`src/rtl/rca_pkg.sv`:
```
// rca_pkg: sizes, codes and shared types of the register cache allocator
// no dependencies; imported by every module under rtl
`default_nettype none

package rca_pkg;

    // table sizes
    localparam int NUM_VIRT = 16;
    localparam int NUM_PHYS = 10;

    // field widths
    localparam int OP_W   = 3;
    localparam int KIND_W = 3;
    localparam int REG_W  = 4;

    // derived index widths
    localparam int VIDX_W = (NUM_VIRT > 1) ? $clog2(NUM_VIRT) : 1;
    localparam int PIDX_W = (NUM_PHYS > 1) ? $clog2(NUM_PHYS) : 1;
    localparam int WB_W   = $clog2(NUM_PHYS + 1);

    // opcodes
    localparam logic [OP_W-1:0] OP_LOAD    = 3'd0;
    localparam logic [OP_W-1:0] OP_STORE   = 3'd1;
    localparam logic [OP_W-1:0] OP_LDST    = 3'd2;
    localparam logic [OP_W-1:0] OP_FLUSH   = 3'd3;
    localparam logic [OP_W-1:0] OP_RELEASE = 3'd4;

    // result kinds
    localparam logic [KIND_W-1:0] K_GRANT  = 3'd0;
    localparam logic [KIND_W-1:0] K_WB     = 3'd1;
    localparam logic [KIND_W-1:0] K_FILL   = 3'd2;
    localparam logic [KIND_W-1:0] K_DONE   = 3'd3;
    localparam logic [KIND_W-1:0] K_BADREG = 3'd4;
    localparam logic [KIND_W-1:0] K_NOFREE = 3'd5;

    // physical register marks (code 3 never arises and counts as in use)
    localparam logic [1:0] MARK_FREE   = 2'd0;
    localparam logic [1:0] MARK_MAPPED = 2'd1;
    localparam logic [1:0] MARK_INUSE  = 2'd2;

    typedef enum logic [2:0] {
        ST_IDLE,
        ST_DECODE,
        ST_SCAN,
        ST_FILL,
        ST_GRANT,
        ST_FLUSH,
        ST_DONE
    } t_state;

    // one virtual map entry
    typedef struct packed {
        logic             valid;
        logic             dirty;
        logic [REG_W-1:0] phys;
    } t_vmap;

    typedef enum logic [1:0] {
        MK_NONE,
        MK_TAKE,
        MK_RELEASE,
        MK_CLEAR
    } t_mark_op;

    typedef struct packed {
        t_mark_op         op;
        logic [REG_W-1:0] idx;
    } t_mark_cmd;

    typedef struct packed {
        logic              free_ok;
        logic [PIDX_W-1:0] free_idx;
        logic              map_ok;
        logic [PIDX_W-1:0] map_idx;
    } t_mark_find;

    // shared compare unit result
    typedef struct packed {
        logic              hit;
        logic              wb;
        logic              at_end;
        logic [VIDX_W-1:0] idx_next;
    } t_match;

endpackage

`default_nettype wire

```
`src/rtl/register_cache_allocator.sv`:
```
// register_cache_allocator: top level, sequencer, virtual map and result register
// depends on rca_pkg, rca_match, rca_marks
`default_nettype none

// Write-back cache of NUM_VIRT - 1 virtual registers over NUM_PHYS physical
// registers. A command word is taken at a clock edge with start high and
// busy low; results come out on o_kind/o_phys_reg/o_slot_reg, each marked
// by o_valid for exactly one cycle, with o_last on the final
// result of the command. The receiver cannot stall: every strobed word must
// be captured in the cycle it appears. A miss that evicts scans the virtual
// map for the owner of the victim (up to NUM_VIRT entries); a flush of a
// non-empty table walks every entry. Both walk the virtual map one entry
// per cycle through a single shared compare unit.
module register_cache_allocator (
    input  wire logic                          i_clk,
    input  wire logic                          i_rst_n,
    input  wire logic                          start,
    output logic                               busy,
    input  wire logic [rca_pkg::OP_W-1:0]      i_opcode,
    input  wire logic [rca_pkg::REG_W-1:0]     i_virt_reg,
    output logic                               o_valid,
    output logic [rca_pkg::KIND_W-1:0]         o_kind,
    output logic [rca_pkg::REG_W-1:0]          o_phys_reg,
    output logic [rca_pkg::REG_W-1:0]          o_slot_reg,
    output logic                               o_last
);
    import rca_pkg::*;

    // sequencer and operand registers
    t_state              r_state, n_state;
    logic [OP_W-1:0]     r_op, n_op;
    logic [REG_W-1:0]    r_vreg, n_vreg;
    logic [VIDX_W-1:0]   r_vidx, n_vidx;
    logic [PIDX_W-1:0]   r_phys, n_phys;
    logic [WB_W-1:0]     r_wbcnt, n_wbcnt;
    logic                r_any, n_any;

    // virtual map, one read address (r_vidx), one write port
    t_vmap               r_vmap [NUM_VIRT];
    t_vmap               w_rd;
    logic                map_we;
    logic [VIDX_W-1:0]   map_addr;
    t_vmap               map_wdata;

    // result word register
    logic                r_valid, r_last;
    logic [KIND_W-1:0]   r_kind;
    logic [REG_W-1:0]    r_phys_out, r_slot_out;
    logic                emit, e_last;
    logic [KIND_W-1:0]   e_kind;
    logic [REG_W-1:0]    e_phys, e_slot;

    t_mark_cmd           mcmd;
    t_mark_find          find;
    t_match              w_m;
    logic                bad_reg;
    logic                is_access;

    assign w_rd      = r_vmap[r_vidx];
    assign bad_reg   = (r_vreg >= REG_W'(NUM_VIRT - 1));
    assign is_access = (r_op inside {OP_LOAD, OP_STORE, OP_LDST});
    assign busy      = (r_state != ST_IDLE);

    rca_match u_match (
        .i_entry  (w_rd),
        .i_target (REG_W'(r_phys)),
        .i_idx    (r_vidx),
        .o_res    (w_m)
    );

    rca_marks u_marks (
        .i_clk   (i_clk),
        .i_rst_n (i_rst_n),
        .i_cmd   (mcmd),
        .o_find  (find)
    );

    // next state
    always_comb begin
        n_state = r_state;
        case (r_state)
            ST_IDLE: begin
                if (start) begin
                    n_state = ST_DECODE;
                end
            end
            ST_DECODE: begin
                n_state = ST_IDLE;
                if (is_access && !bad_reg && !w_rd.valid) begin
                    if (find.free_ok) begin
                        n_state = ST_FILL;
                    end else if (find.map_ok) begin
                        n_state = ST_SCAN;
                    end
                end else if ((r_op == OP_FLUSH) && r_any) begin
                    n_state = ST_FLUSH;
                end
            end
            ST_SCAN: begin
                if (w_m.hit || w_m.at_end) begin
                    n_state = ST_FILL;
                end
            end
            ST_FILL:  n_state = ST_GRANT;
            ST_GRANT: n_state = ST_IDLE;
            ST_FLUSH: begin
                if (w_m.at_end) begin
                    n_state = ST_DONE;
                end
            end
            ST_DONE:  n_state = ST_IDLE;
            default:  n_state = ST_IDLE;
        endcase
    end

    // outputs, table writes and operand updates
    always_comb begin
        emit      = 1'b0;
        e_last    = 1'b0;
        e_kind    = K_DONE;
        e_phys    = '0;
        e_slot    = '0;
        map_we    = 1'b0;
        map_addr  = r_vidx;
        map_wdata = '0;
        mcmd      = '{op: MK_NONE, idx: '0};
        n_op      = r_op;
        n_vreg    = r_vreg;
        n_vidx    = r_vidx;
        n_phys    = r_phys;
        n_wbcnt   = r_wbcnt;
        n_any     = r_any;
        case (r_state)
            ST_IDLE: begin
                if (start) begin
                    n_op    = i_opcode;
                    n_vreg  = i_virt_reg;
                    n_vidx  = i_virt_reg[VIDX_W-1:0];
                    n_wbcnt = '0;
                end
            end
            ST_DECODE: begin
                if (is_access) begin
                    if (bad_reg) begin
                        emit   = 1'b1;
                        e_last = 1'b1;
                        e_kind = K_BADREG;
                    end else if (w_rd.valid) begin
                        // hit: mark in use, stores dirty the entry
                        mcmd = '{op: MK_TAKE, idx: w_rd.phys};
                        if (r_op != OP_LOAD) begin
                            map_we          = 1'b1;
                            map_wdata       = w_rd;
                            map_wdata.dirty = 1'b1;
                        end
                        emit   = 1'b1;
                        e_last = 1'b1;
                        e_kind = K_GRANT;
                        e_phys = w_rd.phys;
                        e_slot = r_vreg;
                    end else if (find.free_ok) begin
                        n_phys = find.free_idx;
                        mcmd   = '{op: MK_TAKE, idx: REG_W'(find.free_idx)};
                        n_any  = 1'b1;
                    end else if (find.map_ok) begin
                        // evict: walk the map for the victim's owner
                        n_phys = find.map_idx;
                        n_vidx = '0;
                    end else begin
                        emit   = 1'b1;
                        e_last = 1'b1;
                        e_kind = K_NOFREE;
                    end
                end else if (r_op == OP_FLUSH) begin
                    if (r_any) begin
                        n_vidx = '0;
                    end else begin
                        emit   = 1'b1;
                        e_last = 1'b1;
                        e_kind = K_DONE;
                    end
                end else if (r_op == OP_RELEASE) begin
                    mcmd   = '{op: MK_RELEASE, idx: '0};
                    emit   = 1'b1;
                    e_last = 1'b1;
                    e_kind = K_DONE;
                end else begin
                    // undefined opcode
                    emit   = 1'b1;
                    e_last = 1'b1;
                    e_kind = K_DONE;
                end
            end
            ST_SCAN: begin
                if (w_m.hit) begin
                    if (w_m.wb) begin
                        emit   = 1'b1;
                        e_kind = K_WB;
                        e_phys = REG_W'(r_phys);
                        e_slot = REG_W'(r_vidx);
                    end
                    map_we = 1'b1;
                end
                if (w_m.hit || w_m.at_end) begin
                    // owner gone (or none found): victim is now ours
                    mcmd  = '{op: MK_TAKE, idx: REG_W'(r_phys)};
                    n_any = 1'b1;
                end else begin
                    n_vidx = w_m.idx_next;
                end
            end
            ST_FILL: begin
                if (r_op != OP_STORE) begin
                    emit   = 1'b1;
                    e_kind = K_FILL;
                    e_phys = REG_W'(r_phys);
                    e_slot = r_vreg;
                end
            end
            ST_GRANT: begin
                map_we          = 1'b1;
                map_addr        = r_vreg[VIDX_W-1:0];
                map_wdata.valid = 1'b1;
                map_wdata.dirty = (r_op != OP_LOAD);
                map_wdata.phys  = REG_W'(r_phys);
                emit            = 1'b1;
                e_last          = 1'b1;
                e_kind          = K_GRANT;
                e_phys          = REG_W'(r_phys);
                e_slot          = r_vreg;
            end
            ST_FLUSH: begin
                // writebacks capped at NUM_PHYS words
                if (w_m.wb && (r_wbcnt < WB_W'(NUM_PHYS))) begin
                    emit    = 1'b1;
                    e_kind  = K_WB;
                    e_phys  = w_rd.phys;
                    e_slot  = REG_W'(r_vidx);
                    n_wbcnt = r_wbcnt + WB_W'(1);
                end
                map_we = 1'b1;
                if (w_m.at_end) begin
                    mcmd  = '{op: MK_CLEAR, idx: '0};
                    n_any = 1'b0;
                end else begin
                    n_vidx = w_m.idx_next;
                end
            end
            ST_DONE: begin
                emit   = 1'b1;
                e_last = 1'b1;
                e_kind = K_DONE;
            end
            default: begin
                emit = 1'b0;
            end
        endcase
    end

    // control registers
    always_ff @(posedge i_clk) begin
        if (!i_rst_n) begin
            r_state <= ST_IDLE;
            r_any   <= 1'b0;
            r_valid <= 1'b0;
        end else begin
            r_state <= n_state;
            r_any   <= n_any;
            r_valid <= emit;
        end
    end

    // operand and result payload
    always_ff @(posedge i_clk) begin
        r_op       <= n_op;
        r_vreg     <= n_vreg;
        r_vidx     <= n_vidx;
        r_phys     <= n_phys;
        r_wbcnt    <= n_wbcnt;
        r_kind     <= e_kind;
        r_phys_out <= e_phys;
        r_slot_out <= e_slot;
        r_last     <= e_last;
    end

    // virtual map, cleared to unmapped by reset
    always_ff @(posedge i_clk) begin
        if (!i_rst_n) begin
            for (int v = 0; v < NUM_VIRT; v++) begin
                r_vmap[v] <= '0;
            end
        end else if (map_we) begin
            r_vmap[map_addr] <= map_wdata;
        end
    end

    assign o_valid    = r_valid;
    assign o_kind     = r_kind;
    assign o_phys_reg = r_phys_out;
    assign o_slot_reg = r_slot_out;
    assign o_last     = r_last;

    // a grant always names an existing physical register
    a_grant_range: assert property (@(posedge i_clk) disable iff (!i_rst_n)
        (o_valid && (o_kind == K_GRANT)) |-> ({1'b0, o_phys_reg} < 5'(NUM_PHYS)))
        else $error("grant of nonexistent physical register");

    // single-word answers always close the command
    a_single_last: assert property (@(posedge i_clk) disable iff (!i_rst_n)
        (o_valid && ((o_kind == K_DONE) || (o_kind == K_BADREG) || (o_kind == K_NOFREE)))
        |-> o_last)
        else $error("done or error word without last");

    // a gap cycle always follows the last word of a command
    a_last_gap: assert property (@(posedge i_clk) disable iff (!i_rst_n)
        (o_valid && o_last) |=> !o_valid)
        else $error("word right after last");

    // an accepted command makes the block busy
    a_accept_busy: assert property (@(posedge i_clk) disable iff (!i_rst_n)
        (start && !busy) |=> busy)
        else $error("command accepted without going busy");

endmodule

`default_nettype wire

```
`src/rtl/rca_match.sv`:
```
// rca_match: shared compare unit used by every scan of the virtual map
// depends on rca_pkg
`default_nettype none

module rca_match (
    input  wire rca_pkg::t_vmap                   i_entry,
    input  wire logic [rca_pkg::REG_W-1:0]        i_target,
    input  wire logic [rca_pkg::VIDX_W-1:0]       i_idx,
    output rca_pkg::t_match                       o_res
);
    import rca_pkg::*;

    // owner of the target, dirty valid entry, scan position
    assign o_res.hit      = i_entry.valid && (i_entry.phys == i_target);
    assign o_res.wb       = i_entry.valid && i_entry.dirty;
    assign o_res.at_end   = (i_idx == VIDX_W'(NUM_VIRT - 1));
    assign o_res.idx_next = i_idx + VIDX_W'(1);

endmodule

`default_nettype wire

```
`src/rtl/rca_marks.sv`:
```
// rca_marks: physical register mark file with lowest-free / lowest-mapped search
// depends on rca_pkg
`default_nettype none

module rca_marks (
    input  wire logic                  i_clk,
    input  wire logic                  i_rst_n,
    input  wire rca_pkg::t_mark_cmd    i_cmd,
    output rca_pkg::t_mark_find        o_find
);
    import rca_pkg::*;

    logic [1:0] r_marks [NUM_PHYS];
    logic [1:0] n_marks [NUM_PHYS];

    always_comb begin
        o_find = '0;
        for (int p = NUM_PHYS - 1; p >= 0; p--) begin
            if (r_marks[p] == MARK_FREE) begin
                o_find.free_ok  = 1'b1;
                o_find.free_idx = PIDX_W'(p);
            end
            if (r_marks[p] == MARK_MAPPED) begin
                o_find.map_ok  = 1'b1;
                o_find.map_idx = PIDX_W'(p);
            end
        end
    end

    always_comb begin
        for (int p = 0; p < NUM_PHYS; p++) begin
            n_marks[p] = r_marks[p];
            case (i_cmd.op)
                MK_TAKE: begin
                    if ((i_cmd.idx == REG_W'(p)) && ({1'b0, i_cmd.idx} < 5'(NUM_PHYS))) begin
                        n_marks[p] = MARK_INUSE;
                    end
                end
                MK_RELEASE: begin
                    if (r_marks[p] == MARK_INUSE) begin
                        n_marks[p] = MARK_MAPPED;
                    end
                end
                MK_CLEAR: n_marks[p] = MARK_FREE;
                default:  n_marks[p] = r_marks[p];
            endcase
        end
    end

    always_ff @(posedge i_clk) begin
        for (int p = 0; p < NUM_PHYS; p++) begin
            if (!i_rst_n) begin
                r_marks[p] <= MARK_FREE;
            end else begin
                r_marks[p] <= n_marks[p];
            end
        end
    end

endmodule

`default_nettype wire

```
`config.mk`:
```
export PLATFORM = sky130hd
export DESIGN_NAME = register_cache_allocator
export DESIGN_NICKNAME = d
export VERILOG_FILES = /design/src/rtl/rca_pkg.sv /design/src/rtl/register_cache_allocator.sv /design/src/rtl/rca_match.sv /design/src/rtl/rca_marks.sv
export SDC_FILE = /design/constraint.sdc
export NUM_CORES = 1
export LEC_CHECK = 0
export ABC_CLOCK_PERIOD_IN_PS = 3700
export BUFFER_PORTS_ARGS = -buffer_cell sky130_fd_sc_hd__buf_2
export CELL_PAD_IN_SITES_DETAIL_PLACEMENT = 0
export CELL_PAD_IN_SITES_GLOBAL_PLACEMENT = 1
export CORE_AREA = 10 10 139 141
export DETAILED_ROUTE_END_ITERATION = 12
export DIE_AREA = 0 0 149 151
export PLACE_DENSITY_LB_ADDON = 0.1
export SKIP_LAST_GASP = 1
export SLEW_MARGIN = 40
export SYNTH_ARGS = -nofsm -noshare
export SYNTH_HDL_FRONTEND = slang
export SYNTH_SLANG_ARGS = --single-unit
export TNS_END_PERCENT = 1
```
`constraint.sdc`:
```
create_clock -name i_clk -period 3.7 [get_ports i_clk]
set_input_delay 0.74 -clock i_clk [delete_from_list [all_inputs] [get_ports i_clk]]
set_output_delay 0.74 -clock i_clk [all_outputs]
set_load 0.02 [all_outputs]
```
* Word level (Yosys, flattened, before mapping)
Memories as Yosys holds them, arrays and structs flattened. A register that Yosys moved wholly into a read port is not among the register bits.
Cells that the tools add are included.
** Operators by class
- $lt $le $gt $ge :: 3
- Bitwise logic cells :: 12
- Add/sub/neg operators :: 2
- Reduce and logical (&&, ||, !) cells :: 48
- Equality and inequality tests :: 61
- Muxes and demuxes :: 160
** Operators by type and width (number)
- two-way mux 4 bit :: 31
- two-way mux 5 bit :: 24
- two-way mux 2 bit :: 35
- one-hot mux 2 bit (3 select lines) :: 10
- two-way mux 6 bit :: 9
- one-hot mux 4 bit (5 select lines) :: 2
- two-way mux 3 bit :: 10
- one-hot mux 3 bit (5 select lines) :: 2
- two-way mux 1 bit :: 29
- equality test 2 bit (second input constant) :: 12
- equality test 2 x 1 -> 1 bit (second input constant) :: 11
- zero test 2 bit :: 10
- inequality test 2 bit (second input constant) :: 10
- inequality test 3 bit (second input constant) :: 6
- one-hot mux 6 bit (3 select lines) :: 1
- equality test 4 x 3 -> 1 bit (second input constant) :: 4
- logical AND 1 bit :: 16
- one-hot mux 4 bit (4 select lines) :: 1
- equality test 3 x 2 -> 1 bit (second input constant) :: 4
- equality test 3 bit (second input constant) :: 4
- equality test 4 bit (second input constant) :: 3
- one-hot mux 6 bit (2 select lines) :: 1
- nonzero test 3 bit :: 4
- bitwise OR 1 bit :: 10
- other kinds (26) :: 37
** Word-level totals
- Logic and storage cells :: 300
- Input bits :: 10
- RAM bits :: 116
- Memories :: 2
- Register bits after elaboration :: 36
- Output and inout port bits :: 14
** Memories
- r_vmap :: words 16, bits a word 6, read ports 1, clocked after memory_dff 1, write ports 16, line register_cache_allocator.sv:39 : t_vmap r_vmap [NUM_VIRT];
- u_marks.r_marks :: words 10, bits a word 2, read ports 10, clocked after memory_dff 0, write ports 10, line rca_marks.sv:13 : logic [1:0] r_marks [NUM_PHYS];

* Longest topological paths before layout
Gate-level depths: netlist of the first run.
An unclocked memory read counts as a cell.
- Word-level depth :: 22
- Gate-level depth with buffers :: 14
- Depth with buffers taken out :: 9

* Cells and area by module
A second synthesis of the first run with hierarchy kept.
** Second synthesis, totals
- Cells, all modules :: 716
- Area total of the unflattened synthesis :: 7821.3 µm²
** Modules (own cells, without submodules)
- register_cache_allocator :: area each 6523.8 µm², sequential area each 3873.7 µm², cells each 538, times used 1
- rca_marks :: area each 1194.9 µm², sequential area each 400.4 µm², cells each 165, times used 1
- rca_match :: area each 102.6 µm², sequential area each 0.0 µm², cells each 13, times used 1

* Least setup slack after synthesis of the first run
OpenSTA, ideal clock, no wires.
- Kind :: reg-to-reg
- Start :: register (tool-made name)
- End :: memory r_vmap[14][0] (netlist bit) (enable)
- Stages on the path, launching flop included :: 12
- Path slack :: 0.460 ns
- Setup time :: 0.377 ns
- Clock period less this slack :: 3.240 ns
- Data required time :: 3.323 ns
- Path buffers :: 4
- Arrival :: 2.863 ns
- Cell sequence :: dfxtp_1 > buf_2 > buf_4 > mux4_2 > mux2i_4 > xnor2_1 > and3_4 > and3_4 > o31ai_4 > buf_6 > clkbuf_2 > o21ai_0
** RTL lines (line)
- end: declaration :: register_cache_allocator.sv:39

==> metrics.cfg, run 1 <==
[run_status]
run_status = finished clean

[clocking]
postCtsSetupRepairBufs = 0
clock_sinks = 156
cts_buffers = 17
cts_tree = yes
clkLatencyLatePin_ns = 0.43
htree_levels = 4
cts_root_buffer = clkbuf_16
cts_hold_buf = 0
clkTransAtPathRegs_ns = 0.07
cts_resized = 0
clockBufferDepth = 2

[synthesis]
synth_edf_count = 115
synth_seq_cells = 156
netlist_area_um2 = 8090
ys.flop_type = edfxtp_1
yosysSeqAreaShare_pct = 52.8
syn_avg_cell_area_um2 = 10.9
synth.net_count = 758
synth_area_leaders = edfxtp_1 (43%), dfxtp_1 (10%), nor2_1 (6.7%)
synthDistinctLibCells = 83
yosys.area.top_type = edfxtp_1
ys.warnings.count = 0
synth-async-reset-ratio_pct = 0
synthCells = 744
yosysTopAreaCellShare_pct = 42.7

[final_layout]
num-nets-final = 805
layout-drive-gt1-share_pct = 20.1
regMostFlops = r_vmap
final_cells = 1024
largest_reg_flops = 96
syn2layout_area_growth_pct = 14.0
top_regs = r_vmap (96), u_marks.r_marks (20)
antenna_cells = 0
fillers = 1429

[detailed_routing]
viasPerCell = 5.95
postRouteAntennaNets = 0
wl_um = 21700
drtIter0Drc = 595
post-route-drc-count = 0
firstDrtPassIters = 5
vias = 6094
wl_per_cell_um = 21.2

[timing]
hold_viol_final = 0
fin_ws_ns = 0.269
slew_viol_final = 0
setup_viol = 0
slew_headroom_pct = 37.1
period_share_pct = 92.7
fin_skew_ns = 0.00998
setup_tns_ns = 0
finalCriticalPeriod_ns = 3.43
rsz0062_at_grt = false
timing.fmax_mhz = 291
worst_pin_slew_ns = 0.933

[placed_design]
dp_slack_ns = 0.276
port_buffers = 23
hpwlAfterDp_um = 16000
finalWeightedCongestion = 0.880
placedCellCount = 992

[flow_run]
maxCapViolations = 0

[worst_setup_path]
rrSetupSlack_ns = 0.27
cpPeakStageDelay_ns = 0.67
cp.required_ns = 3.76
r2r_cells = 10
cp_top_family = multiplexers
critPathBufInv = 2
reg2reg_to = r_vmap[14][4]
critPathCaptureType = flop
cp.depth = 10
worstSetupPathType = reg -> reg
worstPathArrival_ns = 3.49
crit_chain = buf_12 -> mux4_2 -> mux2i_1 -> mux2i_4 -> xnor2_2 -> and2_2 -> and3_4 -> o31ai_4 -> buf_12 -> o21ai_0
crit_fanout = 22
critPathCapture = r_vmap[14][4]
start_kind = flop
crit_path_frequent_cell = buf_12
crit_slowest_cell = o21ai_0

[worst_hold_path]
hold-path-cell-count = 1
hold_path.class = in -> reg
min-delay-start = i_opcode[0]

[floorplanning]
fp.dieW_um = 149
die_area_um2 = 22500
coreArea_um2 = 16500
rows = 47
start_util_pct = 49.1
io-pin-count = 24
die_h_um = 151

[grt]
grt_max_degree = 38
grt_use_total_pct = 20.0
grt_pass1_vias = 5965
grt_pass1_wl_um = 34000
antenna_found_initial = 0
grt_overflow_total = 0

[pwr]
powerDensity_nw_per_um2 = 523
intPower_mw = 3.38
ir_drop_mv = 0.343
p_leak_nw = 3.26
pwr-share-comb_pct = 20.5
p_seq_share_pct = 42.9
power_switching_mw = 1.44
p_sw_share_pct = 29.9
power_frac_clock_pct = 36.6
total_power_mw = 4.82

## worst register-to-register path, delay by kind of cell, from the launching register on
kind,cells,cell delay [ns]
mux,3,1.06
compound gates,2,0.75
simple gates,2,0.38
flops,1,0.36
buf+inv,2,0.35
xor+xnor,1,0.16
## cells in the mapped netlist (all sizes together) (3+ instances only)
cell / instances
o31ai: 4
o21a: 9
nor4: 4
a31oi: 15
nand3b: 5
a22oi: 8
nand2b: 14
nor2b: 10
xnor2: 5
a21boi: 3
nand2: 64
o21ai: 42
nor3: 9
inv: 12
o211ai: 6
o21bai: 4
ha: 4
o22a: 3
a21oi: 26
edfxtp: 115
xor2: 4
dfxtp: 41
and3: 6
or2: 4
nor2: 155
a211oi: 4
mux2i: 25
mux4: 23
nand3: 19
o22ai: 8
and2: 4
buf: 26
clkbuf: 17
mux2: 6
## cell type report
type	count	area [um2]	area share [%]
multi-input cells	531	3500	38.0
clock buffers	17	425	4.61
clock inverters	15	178	1.93
repair buffers	71	513	5.56
inverters	14	52.6	0.570
flip-flops and latches	156	4270	46.4
well taps	220	275	2.99
## through the flow
stage	hold WS (ns)	cell area (um2)	utilization, %
2_1_floorplan	0.477	8090	-
3_3_place_gp	0.503	8610	52.3
3_5_place_dp	0.514	8620	52.3
4_1_cts	0.470	9220	56.0
5_1_grt	0.472	9220	56.0
6_report	0.482	9220	56.0
## cell usage in the layout, fill, tap and decap left out, drive strengths merged, types with 6 or more instances in the layout
| master | n |
|---|---|
| nor2 | 155 |
| edfxtp | 115 |
| buf | 71 |
| nand2 | 64 |
| o21ai | 42 |
| dfxtp | 41 |
| a21oi | 26 |
| mux2i | 25 |
| mux4 | 23 |
| nand3 | 19 |
| inv | 19 |
| clkbuf | 17 |
| a31oi | 15 |
| nand2b | 14 |
| nor2b | 10 |
| o21a | 9 |
| nor3 | 9 |
| a22oi | 8 |
| o22ai | 8 |
| clkinv | 8 |
| o211ai | 6 |
| mux2 | 6 |
| and3 | 6 |
## power groups by stage
stage	registers [mW]	logic [mW]	clock network [mW]
6_report	2.07	0.989	1.77
5_1_grt	2.08	1.07	1.87
4_1_cts	2.07	0.987	1.78
3_5_place_dp	2.10	0.982	0
3_3_place_gp	2.10	0.966	0
2_1_floorplan	2.06	0.718	0
## per-layer routing
layer  routed length (um)  vias up  global-route usage, %  share of wire (%)
met5                    0        -                      0                  0
met4                  488        0                   6.77                2.2
met3                 1270       35                   4.59                5.9
met2                10900      227                   33.8                 50
met1                 9050     2995                   24.7                 42
li1                     -     2837                      -                  -
## logic make-up after synthesis
kind of cell	after synthesis	synth area share [%]
buffers and inverters	57	3.99
AND/OR/NAND/NOR	307	17.5
adder cells (fa/ha/maj)	4	0.619
multiplexers	54	10.8
AO/OA/AOI/OAI	157	13.1
flip-flops	156	52.8
XOR/XNOR	9	1.16
## worst min path at each step
stage                             to  slack (ns)
2_1_floorplan  u_marks.r_marks[9][0]        0.48
3_3_place_gp   u_marks.r_marks[9][0]        0.50
3_5_place_dp   u_marks.r_marks[0][0]        0.51
4_1_cts                      r_op[0]        0.47
5_1_grt                      r_op[0]        0.47
6_report                     r_op[0]        0.48
Note: power is estimated with default switching activity, not from simulation.
==> inputs of run 2 (changes only) <==
Settings changed: CORE_AREA 10 10 139 141 to 10 10 137 139, DIE_AREA 0 0 149 151 to 0 0 147 149, SETUP_SLACK_MARGIN set to 0.05, SYNTH_HIERARCHICAL set to 1.
==> metrics.cfg, run 2 <==
[synthesis]
netlist_area_um2 = 7820
synth_compound_area_share_pct = 14.1
ys.flop_type = edfxtp_1
synth_xor_area_share_pct = 1.01
synth.net_count = 730
yosysSeqAreaShare_pct = 54.6
synth_top_family_by_area = simple AND/OR/NAND/NOR gates
synth-async-reset-ratio_pct = 0
yosys.area.top_type = edfxtp_1
synth_seq_cells = 156
yosysTopAreaCellShare_pct = 44.2
syn_avg_cell_area_um2 = 10.9
ys_top_cells_by_count = nor2_1 (134), edfxtp_1 (115), nand2_1 (58)
synth_mux_area_share_pct = 8.06
synthSimpleGateAreaFrac_pct = 18.3
synth_fa_ha_area_share_pct = 0.640
ys.warnings.count = 6
synth_edf_count = 115
synthCells = 716
synthDistinctLibCells = 62
synth_area_leaders = edfxtp_1 (44%), dfxtp_1 (10%), mux4_2 (7.5%)
yosys.cell_count.top_type = nor2_1

[floorplanning]
coreArea_um2 = 16200
die_h_um = 149
start_util_pct = 48.4
rows = 47
fp.dieW_um = 147
die_area_um2 = 21900
io-pin-count = 24

[placed_design]
port_buffers = 23
hpwlAfterDp_um = 14500
finalWeightedCongestion = 0.878
dp_slack_ns = -0.142
placedCellCount = 982

[detailed_routing]
postRouteAntennaNets = 0
wl_per_cell_um = 20.8
drtIter0Drc = 651
vias = 6113
post-route-drc-count = 0
firstDrtPassIters = 5
viasPerCell = 5.98
wl_um = 21300

[final_layout]
top_regs = r_vmap (96), u_marks/r_marks (20)
mostFrequentLayoutCell = nor2_1
regMostFlops = r_vmap
multi_input_area_um2 = 3430
layout-drive-gt1-share_pct = 23.9
largest_reg_flops = 96
final_cells = 1023
final_cell_mix = nor2_1 (132), edfxtp_1 (115), buf_4 (63)
fin_util_pct = 57.8
ff_latch_area_um2 = 4280
antenna_cells = 0
syn2layout_area_growth_pct = 19.5
num-nets-final = 804
fillers = 1372

[worst_setup_path]
worstPathArrival_ns = 3.90
cp.required_ns = 4.03
critPathCaptureType = flop
start_kind = flop
crit_fanout = 5
worstSetupPathType = reg -> reg

[timing]
hold_viol_final = 0
setup_tns_ns = 0
worst_pin_slew_ns = 0.697
timing.fmax_mhz = 280
setup_viol = 0
fin_skew_ns = 0.00813
fin_ws_ns = 0.130
slew_headroom_pct = 53.0
rsz0062_at_grt = true
slew_viol_final = 0
period_share_pct = 96.5
finalCriticalPeriod_ns = 3.57

[grt]
grt_overflow_total = 0
grt_pass1_vias = 5931
grt_max_degree = 36
grt_use_total_pct = 19.5
grt_pass1_wl_um = 33100
antenna_found_initial = 0

[pwr]
p_leak_nw = 3.53
total_power_mw = 4.66
powerDensity_nw_per_um2 = 498
ir_drop_mv = 0.393

[clocking]
clock_sinks = 156
htree_levels = 4
cts_root_buffer = clkbuf_16
cts_tree = yes
clkLatencyLatePin_ns = 0.44
cts_buffers = 17
clkTransAtPathRegs_ns = 0.07
clockBufferDepth = 2

[flow_run]
maxCapViolations = 0

[worst_hold_path]
hold_path.class = in -> reg

[run_status]
run_status = finished clean

-- run 2: changes by cell type in the layout (fill, tap and decap cells not counted), moves of 8 or more --
cell / delta
buf_4: +18
o21a_1: -8
nand2_1: -11
o21ai_0: +9
a31oi_1: -12
nor2b_1: +14
nor2_1: -13
mux2i_1: -22
inv_1: +12
-- run 2: power breakdown --
group	leakage, nW	switching [mW]	total, mW	internal, mW
logic	1.73	0.490	0.893	0.404
clock network	0.292	0.772	1.72	0.944
registers	1.51	0.0893	2.05	1.96
-- run 2: per-stage QoR --
step / hold WS (ns) / area [um2]
after detailed placement: 0.482 / 8520
after global placement: 0.480 / 8520
after global routing: 0.471 / 9350
after floorplan: 0.450 / 7830
after CTS: 0.466 / 9230
final: 0.479 / 9350
-- run 2: layout make-up --
class	count	area share (%)
clock buffer	19	4.97
clock inverter	13	1.23
inverter	26	1.04
multi-input combinational	499	36.7
sequential	156	45.8
tap	220	2.94
timing repair buffer	90	7.36
-- run 2: cell families (layout without fill, tap and decap cells) --
group | count (synthesis) | in the layout
and+or+nand+nor | 303 | 303
AOI/OAI and AO/OA | 153 | 153
adders and majority gates | 4 | 4
buffers and inverters | 61 | 148
xor gates and xnor gates | 9 | 9
muxes | 30 | 30
DFF | 156 | 156
-- run 2: per-layer routing --
metal | routed length, um | global-route usage, %
met4 | 538 | 7.93
met1 | 8970 | 25.1
met2 | 10300 | 31.5
met5 | 0 | 0
met3 | 1490 | 4.07
-- run 2: what timing repair did --
| action | in CTS | in global routing |
|---|---|---|
| gates resized for setup | 11 | 26 |
| pin swaps | 3 | 12 |
| setup endpoints to repair | 14 | 59 |
| hold buffers | 0 | 0 |
| gates cloned | 2 | 0 |
| buffers inserted | 2 | 5 |
-- run 2: path summary, 6_finish.rpt --
| check | slack, ns | from | cells after the start | to |
|---|---|---|---|---|
| worst max-delay path | 0.13 | flop | 14 | u_marks/r_marks[2][0] |
| worst min-delay path | 0.48 | i_opcode[2] | 1 | r_op[2] |
| worst max register to register | 0.13 | flop | 14 | u_marks/r_marks[2][0] |
| worst min register to register | 0.50 | u_marks/r_marks[2][1] | 2 | u_marks/r_marks[2][1] |
-- run 2: critical path, stage by stage (launching register included) --
cell and delay (ns):
dfxtp_4 0.38, bufbuf_16 0.28, mux4_2 0.50, a22oi_2 0.19, nand2_2 0.11, xor2_2 0.17
nor4_4 0.37, nor2_2 0.10, nor4_4 0.29, nand2_1 0.16, o311ai_4 0.10, nand2_1 0.11
or4_4 0.43, a32oi_1 0.20, nor2b_1 0.07
==> inputs of run 3 (changes only) <==
Settings changed: CORE_AREA 10 10 137 139 to 10 10 134 136, CTS_BUF_LIST set to sky130_fd_sc_hd__clkbuf_8, DIE_AREA 0 0 147 149 to 0 0 144 146.
==> metrics.cfg, run 3 (same netlist as run 2, synthesis figures left out) <==
[timing]
timing.fmax_mhz = 286
slew_viol_final = 0
worst_pin_slew_ns = 0.903
hold_viol_final = 0
slew_headroom_pct = 38.9
setup_tns_ns = 0
period_share_pct = 94.6
finalCriticalPeriod_ns = 3.50
rsz0062_at_grt = false
setup_viol = 0
fin_skew_ns = 0.0116

[floorplanning]
die_area_um2 = 21000
fp.dieW_um = 144
rows = 46
io-pin-count = 24
coreArea_um2 = 15500
start_util_pct = 50.5
die_h_um = 146

[detailed_routing]
post-route-drc-count = 0
drtIter0Drc = 714
postRouteAntennaNets = 0
met3_length_um = 1490
met2_length_um = 9860
wl_um = 20900
viasPerCell = 6.16
firstDrtPassIters = 6
topRoutingLayerUsed = met4
met1_length_um = 9230
wl_per_cell_um = 21.2
vias = 6078

[clocking]
cts_hold_buf = 0
clkTransAtPathRegs_ns = 0.09
clock_sinks = 156
clockBufferDepth = 2
cts_buffers = 17
cts_root_buffer = clkbuf_8
clkLatencyLatePin_ns = 0.47
postCtsSetupRepairBufs = 0
htree_levels = 4
cts_tree = yes

[worst_hold_path]
hold_path.class = in -> reg
hold_end = r_op[0]
min-delay-start = i_opcode[0]
hold-path-cell-count = 1

[final_layout]
num-nets-final = 796
mostFrequentLayoutCell = nor2_1
antenna_cells = 0
layout-drive-gt1-share_pct = 21.9
regMostFlops = r_vmap
syn2layout_area_growth_pct = 14.5
final_cell_mix = nor2_1 (132), edfxtp_1 (115), nand2_1 (56)
top_regs = r_vmap (96), u_marks/r_marks (20)
largest_reg_flops = 96

[worst_setup_path]
worstSetupPathType = reg -> reg
cp_top_family = simple AND/OR/NAND/NOR gates
start_kind = flop
crit_slowest_cell = mux4_2
crit_path_frequent_cell = nand2_1
cp.required_ns = 4.06
cpPeakStageDelay_ns = 0.53
rrSetupSlack_ns = 0.20
r2r_cells = 15
critPathBufInv = 2
worstPathArrival_ns = 3.86
critPathCaptureType = flop
reg2reg_to = u_marks/r_marks[2][0]
crit_fanout = 6
crit_chain = buf_12 -> mux4_2 -> a22oi_2 -> nand2_1 -> xor2_1 -> nor4_4 -> nor2_2 -> nor4_2 -> buf_4 -> nand2_1 -> o311ai_1 -> nand2_1 -> or4_4 -> a32oi_2 -> nor2b_1

[placed_design]
port_buffers = 23
hpwlAfterDp_um = 14500
finalWeightedCongestion = 0.908

[grt]
grt_pass1_vias = 5772
grt_use_total_pct = 20.2
grt_overflow_total = 0
grt_pass1_wl_um = 32700
grt_max_degree = 35
antenna_found_initial = 0

[pwr]
powerDensity_nw_per_um2 = 448
p_leak_nw = 3.34
ir_drop_mv = 0.246
total_power_mw = 4.02

[run_status]
run_status = finished clean

[flow_run]
maxCapViolations = 0

[run 3: timing repair]
| item | in CTS | in global routing |
|---|---|---|
| endpoints found under the setup margin | 12 | 14 |
| cloned | 1 | 1 |
| endpoints found under the hold margin | 0 | 0 |
| gates resized for setup | 8 | 14 |
| pin swaps | 1 | 4 |
[run 3: routing by layer]
layer,up-vias,global-route usage (%)
li1,2790,-
met1,3028,28.3
met2,233,30.9
met3,27,3.85
met4,0,6.13
met5,-,0
[run 3: worst max-delay path by stage]
stage	to	cells after the start
after floorplan	u_marks/r_marks[2][0]	14
after detailed placement	u_marks/r_marks[2][0]	15
final	u_marks/r_marks[2][0]	15
after CTS	u_marks/r_marks[3][0]	16
after global placement	u_marks/r_marks[2][0]	15
after global routing	u_marks/r_marks[2][0]	16
[run 3: stage by stage]
stage          hold slack [ns]  utilization [%]  setup WS [ns]  cell area (um2)  std cells
2_1_floorplan            0.450                -         0.0588             7830        716
3_3_place_gp             0.478             54.8         0.0714             8480        953
3_5_place_dp             0.478             54.8       -0.00806             8480        953
4_1_cts                  0.432             57.4         0.0522             8890        986
5_1_grt                  0.435             57.9         0.0559             8960        987
6_report                 0.453             57.9          0.198             8960        987
[run 3: layout make-up]
cell class / count / area [um2]
Clock buffer: 17 / 234
Clock inverter: 15 / 103
Fill cell: 1312 / 6530
Inverter: 26 / 97.6
Multi-Input combinational cell: 499 / 3380
Sequential cell: 156 / 4280
Tap cell: 192 / 240
Timing Repair Buffer: 82 / 621
[run 3: worst reg2reg max path: cells and delay by family (launching register included)]
family | cells | cell delay [ns]
AO/OA/AOI/OAI | 3 | 0.54
buffers and inverters | 2 | 0.33
XOR/XNOR | 1 | 0.19
multiplexers | 1 | 0.53
flip-flops | 1 | 0.42
AND/OR/NAND/NOR | 8 | 1.38
[run 3: where the power goes]
part	internal [mW]	switching, mW	total (mW)
clock network	0.460	0.672	1.13
logic	0.372	0.476	0.848
registers	1.96	0.0797	2.04
